File: config.mk
export PLATFORM = sky130hd
export DESIGN_NAME = csv_line_field_splitter
export DESIGN_NICKNAME = d
export VERILOG_FILES = /design/src/rtl/csvs_pkg.sv /design/src/rtl/csvs_front.sv /design/src/rtl/csvs_cmdq.sv /design/src/rtl/csvs_back.sv /design/src/rtl/csv_line_field_splitter.sv
export SDC_FILE = /design/constraint.sdc
export NUM_CORES = 1
export LEC_CHECK = 0
export ABC_AREA = 1
export ABC_CLOCK_PERIOD_IN_PS = 4100
export BUFFER_PORTS_ARGS = -buffer_cell sky130_fd_sc_hd__buf_2
export CAP_MARGIN = 20
export CELL_PAD_IN_SITES_DETAIL_PLACEMENT = 0
export CELL_PAD_IN_SITES_GLOBAL_PLACEMENT = 1
export CORE_MARGIN = 8
export CORE_UTILIZATION = 43
export DETAILED_ROUTE_END_ITERATION = 10
export PLACE_DENSITY_LB_ADDON = 0.12
export RECOVER_POWER = 100
export SYNTH_ARGS = -nofsm -noshare
export SYNTH_HDL_FRONTEND = slang
export SYNTH_SLANG_ARGS = --single-unit
File: constraint.sdc
create_clock -name clk -period 4.1 [get_ports clk]
set_input_delay 0.205 -clock clk [delete_from_list [all_inputs] [get_ports clk]]
set_output_delay 0.205 -clock clk [all_outputs]
set_load 0.005 [all_outputs]
File: src/rtl/csvs_pkg.sv
// Package for the CSV line field splitter: item types, command word type and byte constants.
// No dependencies; every other file imports it.
package csvs_pkg;

  localparam logic [7:0] CH_QUOTE = 8'h22;
  localparam logic [7:0] CH_SPACE = 8'h20;
  localparam logic [7:0] CH_TAB   = 8'h09;
  localparam logic [7:0] CH_NUL   = 8'h00;

  // Depth of the command queue between front and back.
  localparam int unsigned CMDQ_DEPTH = 2;

  typedef struct packed {
    logic [7:0] in_byte;
    logic       line_last;
  } in_item_t;

  typedef struct packed {
    logic [7:0] out_byte;
    logic       field_end;
    logic       line_end;
    logic       ws_overflow;
  } out_item_t;

  // One command word: the back carries the flagged steps out in this order.
  typedef struct packed {
    logic       wr_ws;     // append one held whitespace entry
    logic       ws_tab;    // that entry is a tab
    logic       flush;     // emit every held whitespace entry
    logic       emit_data; // emit a content byte
    logic [7:0] data;
    logic       emit_fe;   // emit a field end (separator)
    logic       fe_ov;
    logic       emit_le;   // emit the final field end of the line
    logic       le_ov;
  } cmd_t;

endpackage

File: src/rtl/csvs_front.sv
// Front part of the CSV line field splitter: takes input bytes, classifies them and issues
// command words. Depends on csvs_pkg.
module csvs_front
  import csvs_pkg::*;
#(
  parameter int unsigned DEPTH = 32
) (
  input  logic       clk,
  input  logic       rst_n,
  input  logic       push,
  output logic       full,
  input  in_item_t   in_data,
  input  logic [7:0] sep,
  output logic       q_push,
  output cmd_t       q_data,
  input  logic       q_full
);

  localparam int unsigned CNT_W = $clog2(DEPTH + 1);

  logic             in_quotes_r, in_quotes_nxt;
  logic             at_start_r, at_start_nxt;
  logic             closed_r, closed_nxt;
  logic             ovf_r, ovf_nxt;
  logic [CNT_W-1:0] cnt_r, cnt_nxt;
  logic             accept;
  logic             is_ws;
  logic [7:0]       b;
  cmd_t             cmd;

  assign full   = q_full;
  assign accept = push && !q_full;
  assign b      = in_data.in_byte;
  assign is_ws  = (b != sep) && ((b == CH_SPACE) || (b == CH_TAB));

  always_comb begin
    in_quotes_nxt = in_quotes_r;
    at_start_nxt  = at_start_r;
    closed_nxt    = closed_r;
    ovf_nxt       = ovf_r;
    cnt_nxt       = cnt_r;
    cmd           = '0;
    if (is_ws) begin
      if (!at_start_r && !closed_r) begin
        if (cnt_r < CNT_W'(DEPTH)) begin
          cmd.wr_ws  = 1'b1;
          cmd.ws_tab = (b == CH_TAB);
          cnt_nxt    = cnt_r + CNT_W'(1);
        end else begin
          ovf_nxt = 1'b1;
        end
      end
    end else if (b == CH_QUOTE) begin
      in_quotes_nxt = !in_quotes_r;
      if (!at_start_r && !closed_r) begin
        cmd.flush  = (cnt_r != '0);
        cnt_nxt    = '0;
        closed_nxt = 1'b1;
      end
    end else if (!in_quotes_r && (b == sep)) begin
      cmd.emit_fe  = 1'b1;
      cmd.fe_ov    = ovf_r;
      at_start_nxt = 1'b1;
      closed_nxt   = 1'b0;
      cnt_nxt      = '0;
      ovf_nxt      = 1'b0;
    end else if (!closed_r) begin
      cmd.flush    = (cnt_r != '0);
      cnt_nxt      = '0;
      at_start_nxt = 1'b0;
      if (b == CH_NUL) begin
        closed_nxt = 1'b1;
      end else begin
        cmd.emit_data = 1'b1;
        cmd.data      = b;
      end
    end

    // End of line: final field end, then everything back to its reset value
    if (in_data.line_last) begin
      cmd.emit_le   = 1'b1;
      cmd.le_ov     = ovf_nxt;
      in_quotes_nxt = 1'b0;
      at_start_nxt  = 1'b1;
      closed_nxt    = 1'b0;
      cnt_nxt       = '0;
      ovf_nxt       = 1'b0;
    end
  end

  assign q_data = cmd;
  assign q_push = accept && (cmd.wr_ws || cmd.flush || cmd.emit_data ||
                             cmd.emit_fe || cmd.emit_le);

  always_ff @(posedge clk) begin
    if (!rst_n) begin
      in_quotes_r <= 1'b0;
      at_start_r  <= 1'b1;
      closed_r    <= 1'b0;
      ovf_r       <= 1'b0;
      cnt_r       <= '0;
    end else if (accept) begin
      in_quotes_r <= in_quotes_nxt;
      at_start_r  <= at_start_nxt;
      closed_r    <= closed_nxt;
      ovf_r       <= ovf_nxt;
      cnt_r       <= cnt_nxt;
    end
  end

endmodule

File: src/rtl/csvs_cmdq.sv
// Short command queue between front and back of the CSV line field splitter.
// Depends on csvs_pkg for the command word type and queue depth.
module csvs_cmdq
  import csvs_pkg::*;
(
  input  logic clk,
  input  logic rst_n,
  input  logic wr_en,
  input  cmd_t wr_data,
  output logic full,
  input  logic rd_en,
  output cmd_t rd_data,
  output logic empty
);

  localparam int unsigned PTR_W = (CMDQ_DEPTH > 1) ? $clog2(CMDQ_DEPTH) : 1;
  localparam int unsigned CNT_W = $clog2(CMDQ_DEPTH + 1);

  cmd_t             mem_r [CMDQ_DEPTH];
  logic [PTR_W-1:0] wr_ptr_r, wr_ptr_nxt;
  logic [PTR_W-1:0] rd_ptr_r, rd_ptr_nxt;
  logic [CNT_W-1:0] cnt_r, cnt_nxt;
  logic             do_wr, do_rd;

  assign full    = (cnt_r == CNT_W'(CMDQ_DEPTH));
  assign empty   = (cnt_r == '0);
  assign do_wr   = wr_en && !full;
  assign do_rd   = rd_en && !empty;
  assign rd_data = mem_r[rd_ptr_r];

  always_comb begin
    wr_ptr_nxt = wr_ptr_r;
    rd_ptr_nxt = rd_ptr_r;
    if (do_wr) begin
      wr_ptr_nxt = (wr_ptr_r == PTR_W'(CMDQ_DEPTH - 1)) ? '0 : wr_ptr_r + PTR_W'(1);
    end
    if (do_rd) begin
      rd_ptr_nxt = (rd_ptr_r == PTR_W'(CMDQ_DEPTH - 1)) ? '0 : rd_ptr_r + PTR_W'(1);
    end
    cnt_nxt = cnt_r + CNT_W'(do_wr) - CNT_W'(do_rd);
  end

  always_ff @(posedge clk) begin
    if (do_wr) begin
      mem_r[wr_ptr_r] <= wr_data;
    end
  end

  always_ff @(posedge clk) begin
    if (!rst_n) begin
      wr_ptr_r <= '0;
      rd_ptr_r <= '0;
      cnt_r    <= '0;
    end else begin
      wr_ptr_r <= wr_ptr_nxt;
      rd_ptr_r <= rd_ptr_nxt;
      cnt_r    <= cnt_nxt;
    end
  end

endmodule

File: src/rtl/csvs_back.sv
// Back part of the CSV line field splitter: carries out command words, holds the whitespace
// store and drives the result register. Depends on csvs_pkg.
module csvs_back
  import csvs_pkg::*;
#(
  parameter int unsigned DEPTH = 32
) (
  input  logic      clk,
  input  logic      rst_n,
  input  cmd_t      q_data,
  input  logic      q_empty,
  output logic      q_pop,
  output logic      empty,
  input  logic      pop,
  output out_item_t out_data
);

  localparam int unsigned CNT_W = $clog2(DEPTH + 1);

  cmd_t             cmd_r, cmd_nxt;
  logic             cmd_valid_r, cmd_valid_nxt;
  logic [CNT_W-1:0] cnt_r, cnt_nxt;
  logic [DEPTH-1:0] tab_r, tab_nxt;
  logic             out_valid_r, out_valid_nxt;
  out_item_t        out_r, out_nxt;
  out_item_t        res;
  logic             emit;
  logic             out_free;
  logic             done;

  assign out_free = !out_valid_r || pop;

  always_comb begin
    cmd_nxt       = cmd_r;
    cnt_nxt       = cnt_r;
    tab_nxt       = tab_r;
    emit          = 1'b0;
    res           = '0;
    cmd_valid_nxt = cmd_valid_r;
    q_pop         = 1'b0;

    if (cmd_valid_r) begin
      priority if (cmd_r.wr_ws) begin
        for (int i = 0; i < DEPTH; i++) begin
          if (cnt_r == CNT_W'(i)) begin
            tab_nxt[i] = cmd_r.ws_tab;
          end
        end
        cnt_nxt       = cnt_r + CNT_W'(1);
        cmd_nxt.wr_ws = 1'b0;
      end else if (cmd_r.flush && (cnt_r != '0)) begin
        if (out_free) begin
          emit         = 1'b1;
          res.out_byte = tab_r[0] ? CH_TAB : CH_SPACE;
          tab_nxt      = tab_r >> 1;
          cnt_nxt      = cnt_r - CNT_W'(1);
        end
      end else if (cmd_r.emit_data) begin
        if (out_free) begin
          emit              = 1'b1;
          res.out_byte      = cmd_r.data;
          cmd_nxt.flush     = 1'b0;
          cmd_nxt.emit_data = 1'b0;
        end
      end else if (cmd_r.emit_fe) begin
        if (out_free) begin
          emit            = 1'b1;
          res.field_end   = 1'b1;
          res.ws_overflow = cmd_r.fe_ov;
          cnt_nxt         = '0;
          cmd_nxt.flush   = 1'b0;
          cmd_nxt.emit_fe = 1'b0;
        end
      end else if (cmd_r.emit_le) begin
        if (out_free) begin
          emit            = 1'b1;
          res.field_end   = 1'b1;
          res.line_end    = 1'b1;
          res.ws_overflow = cmd_r.le_ov;
          cnt_nxt         = '0;
          cmd_nxt.flush   = 1'b0;
          cmd_nxt.emit_le = 1'b0;
        end
      end else begin
        cmd_nxt.flush = 1'b0;
      end
    end

    done = !(cmd_nxt.wr_ws || (cmd_nxt.flush && (cnt_nxt != '0)) || cmd_nxt.emit_data ||
             cmd_nxt.emit_fe || cmd_nxt.emit_le);

    // Load the next word as soon as the current one finishes
    if (!cmd_valid_r || done) begin
      cmd_valid_nxt = 1'b0;
      if (!q_empty) begin
        q_pop         = 1'b1;
        cmd_nxt       = q_data;
        cmd_valid_nxt = 1'b1;
      end
    end

    out_valid_nxt = out_valid_r;
    out_nxt       = out_r;
    if (emit) begin
      out_valid_nxt = 1'b1;
      out_nxt       = res;
    end else if (pop) begin
      out_valid_nxt = 1'b0;
    end
  end

  always_ff @(posedge clk) begin
    cmd_r <= cmd_nxt;
    tab_r <= tab_nxt;
    out_r <= out_nxt;
  end

  always_ff @(posedge clk) begin
    if (!rst_n) begin
      cmd_valid_r <= 1'b0;
      cnt_r       <= '0;
      out_valid_r <= 1'b0;
    end else begin
      cmd_valid_r <= cmd_valid_nxt;
      cnt_r       <= cnt_nxt;
      out_valid_r <= out_valid_nxt;
    end
  end

  assign empty    = !out_valid_r;
  assign out_data = out_r;

`ifndef NO_ASSERTIONS
  a_cnt_bound: assert property (@(posedge clk) disable iff (!rst_n)
    cnt_r <= CNT_W'(DEPTH))
    else $error("held whitespace count beyond store depth");

  a_fe_no_byte: assert property (@(posedge clk) disable iff (!rst_n)
    out_valid_r && out_r.field_end |-> out_r.out_byte == 8'h00)
    else $error("field end carries a byte");

  a_le_is_fe: assert property (@(posedge clk) disable iff (!rst_n)
    out_valid_r && out_r.line_end |-> out_r.field_end)
    else $error("line end without field end");

  a_ov_on_fe: assert property (@(posedge clk) disable iff (!rst_n)
    out_valid_r && out_r.ws_overflow |-> out_r.field_end)
    else $error("overflow flag on a content word");
`endif

endmodule

File: src/rtl/csv_line_field_splitter.sv
// Top level of the CSV line field splitter: configuration register, front, command queue, back.
// Depends on csvs_pkg, csvs_front, csvs_cmdq and csvs_back.
//
// Usage:
//   Input channel: a queue sink. Present one byte of the line with line_last on in_data,
//   raise push; the word is taken at a rising edge where push is high and full is low.
//   Result channel: a queue source. While empty is low the oldest result is on out_data;
//   raise pop to take it. Content words carry out_byte; field ends carry field_end, and the
//   final field end of a line also carries line_end. ws_overflow on a field end says held
//   whitespace beyond HELD_WS_DEPTH entries was dropped in that field.
//   Configuration: APB write of the separator byte at address 0, only while the block is idle.
// Path: the first result of a byte passes through the queue, written at the edge that takes
//   the byte, then the back command register, then the result register.
// Throughput: one byte per cycle while each byte gives at most one result and pop stays high.
//   A byte that releases held whitespace holds the back for each entry, then for any content
//   byte and line end; a whitespace byte that ends the line, for its store write and line end.
//   The two-word command queue absorbs short bursts, then full rises until the back drains.
// Reset (synchronous, rst_n low): separator 0, parsing state at field start outside quotes,
//   queue and result register empty. The whitespace store needs no clearing.
// When the receiver stalls, the result register holds its word, the back and then the
//   queue fill, and full rises; nothing is lost.
module csv_line_field_splitter
  import csvs_pkg::*;
#(
  parameter int unsigned HELD_WS_DEPTH = 32
) (
  input  logic        clk,
  input  logic        rst_n,
  // input channel
  input  logic        push,
  output logic        full,
  input  in_item_t    in_data,
  // result channel
  output logic        empty,
  input  logic        pop,
  output out_item_t   out_data,
  // configuration port
  input  logic        psel,
  input  logic        penable,
  input  logic        pwrite,
  input  logic [2:0]  paddr,
  input  logic [31:0] pwdata,
  output logic [31:0] prdata,
  output logic        pready
);

  logic [7:0] sep_r;
  logic       cfg_wr;
  logic       sel_sep;

  logic       q_push;
  cmd_t       q_wdata;
  logic       q_full;
  logic       q_pop;
  cmd_t       q_rdata;
  logic       q_empty;

  // Register decode: one word-aligned register at index 0
  assign pready  = 1'b1;
  assign sel_sep = (paddr[2] == 1'b0);
  assign cfg_wr  = psel && penable && pwrite && pready;
  assign prdata  = sel_sep ? {24'h000000, sep_r} : 32'h00000000;

  always_ff @(posedge clk) begin
    if (!rst_n) begin
      sep_r <= 8'h00;
    end else if (cfg_wr && sel_sep) begin
      sep_r <= pwdata[7:0];
    end
  end

  // Front: classify each byte, track quote and field state, issue command words
  csvs_front #(
    .DEPTH (HELD_WS_DEPTH)
  ) u_front (
    .clk     (clk),
    .rst_n   (rst_n),
    .push    (push),
    .full    (full),
    .in_data (in_data),
    .sep     (sep_r),
    .q_push  (q_push),
    .q_data  (q_wdata),
    .q_full  (q_full)
  );

  // Queue: decouple the front from back-pressure on the result side
  csvs_cmdq u_cmdq (
    .clk     (clk),
    .rst_n   (rst_n),
    .wr_en   (q_push),
    .wr_data (q_wdata),
    .full    (q_full),
    .rd_en   (q_pop),
    .rd_data (q_rdata),
    .empty   (q_empty)
  );

  // Back: hold whitespace, release it before content, emit field and line ends
  csvs_back #(
    .DEPTH (HELD_WS_DEPTH)
  ) u_back (
    .clk      (clk),
    .rst_n    (rst_n),
    .q_data   (q_rdata),
    .q_empty  (q_empty),
    .q_pop    (q_pop),
    .empty    (empty),
    .pop      (pop),
    .out_data (out_data)
  );

endmodule

==> out/metrics.cfg <==
[run_status]
status = finished clean

[drt]
wl_per_cell_um = 14.40
ant_nets = 0
wl_um = 14060
drc = 0
vias_per_cell = 4.861
first_iter_violations = 269
first_pass_iters = 4
dr_total_vias = 4744

[worst_setup_path]
r2r-end = u_cmdq.cnt_r[1]$_SDFF_PN0_
arrival_ns = 3.80
worst_path_max_delay_cell = dfxtp_1
cp-start-kind = flip-flop
timing.rr.start = u_back.cnt_r[0]$_SDFF_PN0_
cp_top_family = simple AND/OR/NAND/NOR gates
reg2reg_depth = 20
cp-end-kind = flip-flop
crit_type = flip-flop to flip-flop
worst-r2r-setup-slack_ns = 0.65
cp_common_cell = inv_1
slowest_delay_ns = 0.39
path_buf_inv = 5
path_cells = inv_1 > ha_1 > nand3_4 > nand2_1 > inv_6 > nor2_1 > nand2_1 > o21ai_2 > inv_1 > nor3_1 > nand2_1 > nand2_4 > nand2_4 > inv_1 > ha_1 > inv_1 > ha_1 > xor2_1 > o21ai_0 > a21oi_1
worst-path-max-fanout = 9
cp_data_required_time_ns = 4.45

[sta]
hold_violations = 0
fin_ws_ns = 0.6459
tns_ns = 0
worst_clock_skew_ns = 0.01134
finalCriticalPeriod_ns = 3.454
grt_setup_unrepaired = false
setup_viol = 0
slew_violations = 0
fin_crit_sh = 0.8425
slew_headroom = 0.04707
max_slew.worst_pin.slew_ns = 1.429
fmax_ghz = 0.2895

[clock_tree]
cts_buffers = 17
clockRootBuffer = clkbuf_16
clock_latency_ns = 0.42
clock_path_buffers = 2
clkTransAtPathRegs_ns = 0.06
htreeDepth = 4
cts_sinks = 122
cts_tree = done
holdBufCountCts = 0
post_cts_buffers = 0
cts_resized = 0

[global_route]
grt_start_max_net_pins = 37
grt_overflow = 0
grt_pass1_wl_um = 23380
antenna_found_initial = 2
grt_pass1_vias = 4865
grt_usage = 0.1591

[synthesis]
synth.avg_cell_area_um2 = 8.533
synth_top_cells_by_count = nand2_1, nor2_1, edfxtp_1, inv_1, a21oi_1
synth_top_area_frac = 0.4129
synth_edf_count = 86
synth.distinct_cells = 43
seq_area_frac_synth = 0.5281
ys_ff_latch = 122
synth_most_common_cell = nand2_1
synth_area_mm2 = 0.006255
yosysWarningCount = 0
yosys-top-cells-area = edfxtp_1, dfxtp_1, nand2_1
synthCells = 733
ys_async_sr_fraction = 0
synth_top_area_cell = edfxtp_1
ys.flop_type = edfxtp_1

[floorplan]
io_pins = 97
die_h_um = 136.6
dieArea_mm2 = 0.01866
std_cell_rows = 44
start_util = 0.4353
die_x_um = 136.6
coreArea_mm2 = 0.01437

[run]
maxCapViolations = 0

[cells_and_area]
num_antenna_cells = 0
drive_gt1_frac = 0.09975
fillers = 1386
synthToLayoutAreaGrowth_pct = 13.68
fin_nets = 840

[power]
p_leak_nw = 3.172
cellPowerDensity_mw_per_mm2 = 719.2
peakVddDrop_v = 0.0003039

[place]
port_buffers = 45
place_ws_ns = 0.9121
gp_congestion = 0.8908
post-dp-hpwl_um = 10020

[hold_path]
min_from = pwdata[2]
hold_depth = 3
hp-class = input pin to flip-flop
min_to = sep_r[2]$_SDFFE_PN0P_

==> through the flow <==
step	cells	total power, mW	cell area (µm²)	hold WS (ns)	utilization
finish	976	5.114	7111	0.06376	0.4949
CTS	975	5.254	7202	0.04329	0.5012
global route	976	5.479	7111	0.07700	0.4949
floorplan	756	3.167	6341	0.3039	-
global placement	943	3.588	6566	0.4573	0.4570
detailed placement	943	3.608	6566	0.4595	0.4570
==> worst min-delay path, cell delays in order <==
cell and delay [ns]:
buf_2 0.07, o21ai_0 0.07, a21oi_1 0.10
==> per-layer routing <==
| layer | vias up | GRT usage | routed length, µm |
|---|---|---|---|
| met2 | 100 | 0.2547 | 6416 |
| met4 | 4 | 0.06162 | 222 |
| li1 | 2415 | - | - |
| met5 | - | 0 | 23 |
| met3 | 24 | 0.05433 | 793 |
| met1 | 2201 | 0.1935 | 6599 |
==> power breakdown <==
part           internal (mW)  switching, mW  total (mW)
logic                  0.491           1.08        1.57
clock network           1.03          0.579        1.61
registers               1.73          0.207        1.94
==> cell type report <==
class / instances / area, µm² / area share
Sequential cell: 122 / 3303 / 0.4645
Clock inverter: 15 / 210.2 / 0.02956
Tap cell: 184 / 230.2 / 0.03238
Clock buffer: 17 / 425.4 / 0.05983
Multi-Input combinational cell: 502 / 2384 / 0.3352
Timing Repair Buffer: 53 / 241.5 / 0.03396
Inverter: 83 / 316.6 / 0.04452
==> worst max-delay path by stage <==
stage,startpoint,end,slack (ns),depth (start not counted)
2_1_floorplan,u_back.cnt_r[0]$_SDFF_PN0_,u_cmdq.cnt_r[1]$_SDFF_PN0_,1.19,20
3_3_place_gp,u_back.cnt_r[0]$_SDFF_PN0_,u_cmdq.cnt_r[1]$_SDFF_PN0_,0.91,22
3_5_place_dp,u_back.cnt_r[0]$_SDFF_PN0_,u_cmdq.cnt_r[1]$_SDFF_PN0_,0.91,22
4_1_cts,u_back.cnt_r[0]$_SDFF_PN0_,u_cmdq.cnt_r[1]$_SDFF_PN0_,0.87,22
5_1_grt,u_back.cnt_r[0]$_SDFF_PN0_,u_cmdq.cnt_r[1]$_SDFF_PN0_,0.29,22
6_report,u_back.cnt_r[0]$_SDFF_PN0_,u_cmdq.cnt_r[1]$_SDFF_PN0_,0.65,20
==> cell families after synthesis <==
| logic type | share of synthesized area |
|---|---|
| AO/OA/AOI/OAI | 0.08362 |
| XOR/XNOR | 0.01680 |
| adder cells (fa/ha/maj) | 0.02000 |
| buffers and inverters | 0.09642 |
| flip-flops | 0.5281 |
| multiplexers | 0.006402 |
| other | 0.001201 |
| AND/OR/NAND/NOR | 0.2474 |
==> registers in the layout, indices dropped and copies added, names as in the netlist, 2 cells and up, named ones only <==
signal,count
u_back.cmd_r,16
u_back.cnt_r,6
u_back.tab_r,32
u_cmdq.cnt_r,2
u_cmdq.mem_r,32
u_front.cnt_r,6
u_back.out_data,11
sep_r,8
==> placed cells by master (no fill, tap or decap), types with 12 or more instances in the layout <==
cell,netlist,layout
a21oi_1,59,59
buf_2,4,22
clkbuf_1,18,27
clkbuf_16,0,17
conb_1,2,25
dfxtp_1,36,36
edfxtp_1,86,86
inv_1,77,78
nand2_1,176,180
nand3_1,23,23
nand4_1,12,12
nor2_1,114,115
o21ai_0,17,22
No activity file was read; power rests on OpenSTA's default activity.
